<file path="config.mk">
export PLATFORM = sky130hd
export DESIGN_NAME = wfg_pick
export DESIGN_NICKNAME = d
export VERILOG_FILES = /design/src/wfg_pick.sv
export SDC_FILE = /design/constraint.sdc
export NUM_CORES = 1
export LEC_CHECK = 0
export BUFFER_PORTS_ARGS = -buffer_cell sky130_fd_sc_hd__buf_4
export CORE_ASPECT_RATIO = 0.75
export CORE_MARGIN = 4
export CORE_UTILIZATION = 47
export DETAILED_ROUTE_END_ITERATION = 10
export PLACE_DENSITY_LB_ADDON = 0.05
export SYNTH_ARGS = -nofsm -noshare
export SYNTH_HDL_FRONTEND = slang
export SYNTH_SLANG_ARGS = --single-unit
</file>
<file path="constraint.sdc">
create_clock -name vclk -period 3.7
set_input_delay 0.555 -clock vclk [all_inputs]
set_output_delay 0.555 -clock vclk [all_outputs]
set_load 0.02 [all_outputs]
</file>
<file path="src/wfg_pick.sv">
// Picks the lowest pending node of the search frontier.
module wfg_pick #(
    parameter int unsigned NODES = 64
) (
    input  logic [NODES-1:0]         i_pend,
    output logic                     o_any,
    output logic [$clog2(NODES)-1:0] o_idx
);

    localparam int unsigned IW = $clog2(NODES);

    logic [NODES-1:0] lowest;
    logic [IW-1:0]    idx;

    // isolate lowest set bit, then encode the one-hot word
    assign lowest = i_pend & (~i_pend + NODES'(1));

    always_comb begin
        idx = '0;
        for (int i = 0; i < NODES; i++) begin
            if (lowest[i]) begin
                idx = idx | IW'(i);
            end
        end
    end

    assign o_any = |i_pend;
    assign o_idx = idx;

endmodule

</file>
==> impl_metrics.ini <==
[run_status]
status = complete, no violations

[cells_and_area]
nets = 354
antenna_cells = 0
post-route-util_pct = 81.2
regArea_um2 = 0
syn2layout_area_growth_pct = 57.6
seq_cells = 0
drive_gt1_share_pct = 33.3
clkbuf_count = 0
fill_cells = 189

[yosys]
synth-adder-area-share_pct = 0
synth_top_family_by_area = simple AND/OR/NAND/NOR gates
yosys.area_share.simple_pct = 64.3
synthXorXnorAreaFrac_pct = 0
synth_compound_area_share_pct = 32.0
synth_area_um2 = 1240
synth_top_area_share_pct = 9.71
yosysSeqAreaShare_pct = 0
synthCells = 206
post-synth-top-count-cell = nor2_1
avgSynthCellArea_um2 = 6.01
syn-num-nets = 270
synth_area_leaders = nor2_1 9.7%, nor3_1 8.1%, nor4_1 7.1%, nand4_1 5.6%, a21oi_1 5.3%
yosys.area.top_type = nor2_1
synthMuxAreaShare_pct = 0
yosys_warnings = 0
yosys.cell_types.count = 49
synth_common_cells = 32 x nor2_1, 20 x nor3_1, 14 x nand2_1, 14 x nor4_1, 13 x a21oi_1

[routing]
top_layer = met4
firstDrtPassIters = 5
dr_wl_met3_um = 805
vias_per_cell = 6.69
m1WireLength_um = 2220
drt_iter0_drc = 338
ant_nets = 0
drcViolationCount = 0
wl_um = 5300
wl_met2_um = 2200
routed-via-count = 2153
wl_per_cell_um = 16.4

[timing]
hold_violations = 0
setup-tns-final_ps = 0
post-route-min-period_ps = 3630
fmax_mhz = 275
slew_viol_final = 0
period_share_pct = 98.2
rsz0062_at_grt = no
setup_violations = 0
slew_headroom_pct = 52.8
max_slew.worst_pin.slew_ps = 701

[placed_design]
post-dp-hpwl_um = 4320
place.gp.congestion = 0.972
io_buffers = 71

[power_and_ir_drop]
switchingPower_uw = 62.2
power.share.sequential_pct = 0
power_leakage_nw = 0.803
p_per_area_nw_per_um2 = 66.2
p_sw_share_pct = 48.2
pwr-share-clk_pct = 0
ir_worst_vdd_mv = 0.0555
cellInternalPower_uw = 67.0
combPwrFrac_pct = 100.0

[hold_path]
hp-start = i_pend[63]
hold_path_end = o_any
hold_depth = 4
min_path_type = in2out

[setup_path]
path_max_fanout = 8
endpoint_kind = primary output
cp.arrival_ps = 3080
required_ps = 3140
startpoint_type = input pin
crit_type = in2out

[grt]
grtUsageTotal_pct = 28.8
overflow = 0
grt_pass1_wl_um = 8120
antenna_found_initial = 0
grt_max_degree = 14
grt_pass1_vias = 1800

[floorplan]
ioPinCount = 71
die_h_um = 52.4
start_util_pct = 51.5
die_w_um = 67.3
row_count = 15
coreArea_um2 = 2400
die_area_um2 = 3530

[clock_network]
cts_hold_buffers = 0

[flow_run]
max_cap_viol_count = 0
[kinds of logic after synthesis]
family / after synthesis
compound gates: 54
buf+inv: 11
simple gates: 141
[how the worst max path moves through the flow]
| stage | startpoint | endpoint | slack, ps | depth (start not counted) |
|---|---|---|---|---|
| global placement | i_pend[11] | o_idx[0] | 10 | 9 |
| finish | i_pend[11] | o_idx[1] | 70 | 10 |
| global route | i_pend[11] | o_idx[1] | 10 | 10 |
| CTS | i_pend[11] | o_idx[1] | 10 | 10 |
| detailed placement | i_pend[11] | o_idx[0] | 20 | 9 |
| floorplan | i_pend[11] | o_idx[2] | 230 | 8 |
[layout make-up]
cell class                 instances  area [um2]  area share [%]
multi-input combinational        195        1230            63.2
inverter                           7        26.3            1.35
tap                               34        42.5            2.18
timing repair buffer              86         649            33.3
[critical path, cell delays in order]
cell	delay [ps]
buf_4	110
or4_4	530
or4b_4	530
buf_4	190
or2_1	250
or3_1	380
o2111ai_1	150
nor3_1	110
nand4b_1	120
buf_4	150
[routing by layer]
metal	vias to the layer above	GRT usage [%]
li1	1009	-
met1	942	43.2
met2	188	43.2
met3	14	5.15
met4	0	3.37
met5	-	0
[what timing repair did]
item,4_1_cts,5_1_grt
setup buffers,0,0
endpoints found under the setup margin,0,6
resized for setup,0,8
[placed cells by master, fill, tap and decap left out, types with 2 or more instances in the layout]
cell type  netlist  layout
buf_4            1      85
nor2_1          32      32
a31oi_1          4       4
a32oi_1          2       2
and2_1           4       4
o31ai_1          2       2
o21ai_0          7       7
nor4b_1          3       2
a21oi_1         13      13
inv_1            7       7
o32ai_1          2       2
a211oi_1         3       3
nand4_1         11      11
nor3b_1          5       5
nand4b_1         7       7
o311a_1          2       2
o21bai_1         2       2
o2111a_1         2       2
nor4_1          14      13
nand2_1         14      14
nand3_1          9       9
nor2b_1          4       4
a32o_1           2       2
or3_1            7       7
o21a_1           2       2
nor3_1          20      20
[power groups by stage]
stage / combinational [mW] / clock, mW / sequential [mW]
2_1_floorplan: 0.0369 / 0 / 0
3_3_place_gp: 0.122 / 0 / 0
3_5_place_dp: 0.125 / 0 / 0
4_1_cts: 0.125 / 0 / 0
5_1_grt: 0.140 / 0 / 0
6_report: 0.129 / 0 / 0
[metrics by stage]
stage | power [mW] | instance area, um2 | setup slack, ps | cells | hold WS, ps
after floorplan | 0.0369 | 1240 | 227 | 206 | 1320
after global placement | 0.122 | 1910 | 10.3 | 322 | 1430
after detailed placement | 0.125 | 1910 | 20.3 | 322 | 1430
after CTS | 0.125 | 1910 | 11.8 | 322 | 1440
after global routing | 0.140 | 1950 | 13.1 | 322 | 1490
final | 0.129 | 1950 | 66.8 | 322 | 1440
(Power assumes the default switching activity.)
