**src/wfg_ram.sv**
```systemverilog
// Generic single-write, single-read RAM with registered read data.
module wfg_ram #(
    parameter int unsigned WIDTH = 64,
    parameter int unsigned DEPTH = 64
) (
    input  logic                     i_clk,
    input  logic                     i_we,
    input  logic [$clog2(DEPTH)-1:0] i_waddr,
    input  logic [WIDTH-1:0]         i_wdata,
    input  logic                     i_re,
    input  logic [$clog2(DEPTH)-1:0] i_raddr,
    output logic [WIDTH-1:0]         o_rdata
);

    logic [WIDTH-1:0] r_mem [DEPTH];
    logic [WIDTH-1:0] r_rdata;

    always_ff @(posedge i_clk) begin
        if (i_we) begin
            r_mem[i_waddr] <= i_wdata;
        end
        if (i_re) begin
            r_rdata <= r_mem[i_raddr];
        end
    end

    assign o_rdata = r_rdata;

endmodule

```
**config.mk**
```make
export PLATFORM = sky130hd
export DESIGN_NAME = wfg_ram
export DESIGN_NICKNAME = d
export VERILOG_FILES = /design/src/wfg_ram.sv
export SDC_FILE = /design/constraint.sdc
export NUM_CORES = 2
export LEC_CHECK = 0
export BUFFER_PORTS_ARGS = -buffer_cell sky130_fd_sc_hd__buf_2
export CORE_AREA = 5 5 578 580
export DETAILED_ROUTE_END_ITERATION = 8
export DIE_AREA = 0 0 583 585
export SLEW_MARGIN = 10
export SYNTH_ARGS = -nofsm -noshare
export SYNTH_HDL_FRONTEND = slang
export SYNTH_SLANG_ARGS = --single-unit
```
**constraint.sdc**
```tcl
create_clock -name i_clk -period 8.1 [get_ports i_clk]
set_input_delay 1.215 -clock i_clk [delete_from_list [all_inputs] [get_ports i_clk]]
set_output_delay 1.215 -clock i_clk [all_outputs]
set_load 0.01 [all_outputs]
```
==> impl_metrics.toml <==
[min_path]
hold_class = "input pin to flop"
whs_path_depth = 1

[synth]
async_reset_ff_share_pct = 0
ys_top_cells_by_area = "edfxtp_1 80%, mux4_2 15%, mux2i_1 0.86%, a22oi_1 0.80%, buf_2 0.54%"
yosysWarnings = 0
netlist.area_leader.share_pct = 79.6
ys_ff_latch = 4160
synth.avg_cell_area_um2 = 23.8
ys_seq_area_share_pct = 79.6
syn_inst = 6598
synthFlopType = "edfxtp_1"
synth_cell_type_count = 32
synth_edf_count = 4160
yosysMostFrequentCell = "edfxtp_1"
ys_top_cells_by_count = "4160 x edfxtp_1, 1024 x mux4_2, 170 x buf_2"
yosysTopAreaCell = "edfxtp_1"
syn_nets = 6677
syn-cell-area_um2 = 157000

[finish]
fill_cells = 24628
drive_above_1_share_pct = 27.8
area_growth_pct = 12.8
num-nets-final = 7058
final_cells = 11710

[pwr]
p_sw_w = 0.00948
peakVddDrop_v = 0.000225
combinationalPowerShare_pct = 4.5
seq_power_share_pct = 53.7
p_int_w = 0.0352
switching_share_pct = 21.2
power.density_nw_per_um2 = 252
clkPwrFrac_pct = 41.9
p_leak_nw = 54.8

[die]
io_pins = 143
initial_core_util_pct = 47.8
rows = 211
coreArea_um2 = 329000
dieHeight_um = 585
die_w_um = 583
die-area_um2 = 341000

[timing]
slew_violations = 0
slew_headroom_pct = 13.9
period_minus_slack_ns = 3.98
fin_tns_setup_ns = 0
hold_violations = 0
rsz0062_at_grt = "false"
worstMarginPinSlew_ns = 1.29
finalSetupViolations = 0
timing.hold.ws_ns = 0.820
max_freq_mhz = 251
setup_slack_ns = 4.12
post-route-period-util_pct = 49.2
fin_skew_ns = 0.0433

[cts]
cts.reportedPaths.clkPinSlew_ns = 0.06
cts_resized = 0
ctsLongestPathBuffers = 4
root_buffer = "clkbuf_16"
cts.sinks = 4160
post_cts.repair.setup_buffers = 0
cts_max_level = 5
cts_made_buffers = 414
cts_tree = "built"
worstSkewPairLatency_ns = 0.97
hold_buffers = 0

[global_routing]
grt_usage_pct = 25.4
grt-ovfl-total = 0
grt_max_degree = 116
grt_pass1_wl_um = 607000
antenna_found_initial = 48
grt_pass1_vias = 76055

[routing]
routed_wl_um = 438000
first_iter_violations = 10315
drcViolationCount = 0
first_pass_iters = 6
vias_per_cell = 6.48
vias = 75879
wire_per_inst_um = 37.4
ant_nets = 0

[placement]
place_hpwl_um = 226000
place_ws_ns = 3.23
gp_congestion = 0.767
dp_cells = 10929
port_buffers = 142

[worst_setup_path]
required_ns = 8.85
crit_fanout = 51
worstSetupStartpoint = "i_raddr[3]"
r2r_slack_ns = 5.86
cp-end-kind = "flop"
regToRegStartpoint = "r_mem[8][28]"
cp-start-kind = "input pin"
worstReg2RegEnd = "o_rdata[28]"
endpoint = "o_rdata[37]"
critical_path_class = "input pin to flop"
arrival_ns = 4.73
reg2reg_depth = 5

[status]
status = "finished, final reports clean"

[run]
cap_violations = 0
-- kinds of logic after synthesis --
logic type	share of synthesized area, %
flip-flops	79.6
multiplexers	15.6
AO/OA/AOI/OAI	2.47
buffers and inverters	1.18
AND/OR/NAND/NOR	1.23
-- worst min path at each step --
stage / end / slack (ns) / startpoint
2_1_floorplan: o_rdata[61] / 0.86 / r_mem[30][61]
3_3_place_gp: o_rdata[0] / 0.91 / r_mem[44][0]
3_5_place_dp: o_rdata[0] / 0.91 / r_mem[46][0]
4_1_cts: o_rdata[1] / 0.75 / i_re
5_1_grt: o_rdata[1] / 0.77 / i_re
6_report: o_rdata[1] / 0.82 / i_re
-- metrics by stage --
stage / cell area, µm² / util, % / power (W)
3_3_place_gp: 164000 / 49.9 / 0.0264
5_1_grt: 177000 / 53.9 / 0.0460
2_1_floorplan: 157000 / - / 0.0255
4_1_cts: 177000 / 53.8 / 0.0450
6_report: 177000 / 53.9 / 0.0447
3_5_place_dp: 164000 / 49.9 / 0.0264
-- critical path: stages --
cell      delay (ns)
buf_2           0.08
buf_4           0.56
nor2b_4         0.31
buf_4           0.83
buf_4           0.65
a22oi_1         0.20
and3_1          0.24
a211oi_1        0.27
-- layout make-up --
| type | instances | area [µm²] | area share [%] |
|---|---|---|---|
| Sequential cell | 4160 | 125000 | 70.6 |
| Inverter | 19 | 71.3 | 0.0403 |
| Clock inverter | 254 | 2380 | 1.35 |
| Clock buffer | 505 | 10700 | 6.07 |
| Tap cell | 4366 | 5460 | 3.09 |
| Multi-Input combinational cell | 2049 | 30800 | 17.4 |
| Timing Repair Buffer | 335 | 2630 | 1.48 |
| Antenna cell | 22 | 55.1 | 0.0311 |
-- power by group through the flow --
| stage | logic [W] | clock network (W) | registers, W |
|---|---|---|---|
| floorplan | 0.00111 | 0 | 0.0244 |
| global placement | 0.00197 | 0 | 0.0244 |
| detailed placement | 0.00201 | 0 | 0.0244 |
| CTS | 0.00201 | 0.0190 | 0.0240 |
| global route | 0.00211 | 0.0199 | 0.0240 |
| finish | 0.00199 | 0.0187 | 0.0240 |
-- sequential cells by signal (all words and copies together), names as in the netlist --
register  count
r_mem      4096
o_rdata      64
-- cells in the final DEF, fill, tap and decap left out, types with 19 or more instances in the layout --
cell / instances
buf_2: 137
clkbuf_1: 89
a2bb2oi_1: 19
nand3_1: 45
nand2_1: 54
buf_12: 35
buf_4: 161
clkinv_1: 100
a22oi_1: 168
nor2_4: 65
clkbuf_16: 416
mux2i_1: 135
clkinv_2: 77
a211oi_1: 63
mux4_2: 1024
o22ai_1: 83
a22o_1: 88
or3_1: 29
and3_1: 64
bufinv_16: 36
nor2_1: 47
o221ai_1: 38
or2_2: 28
a41oi_1: 26
inv_1: 19
diode_2: 22
nor2b_1: 24
edfxtp_1: 4160
-- metal layers --
| metal | vias to the layer above | share of wire (%) | track usage (%) |
|---|---|---|---|
| li1 | 29365 | - | - |
| met1 | 41829 | 39 | 36.0 |
| met2 | 3943 | 49 | 41.3 |
| met3 | 720 | 8.7 | 4.25 |
| met4 | 22 | 3.2 | 7.64 |
| met5 | - | 0.031 | 0 |
No activity file was read; power rests on OpenSTA's default activity.
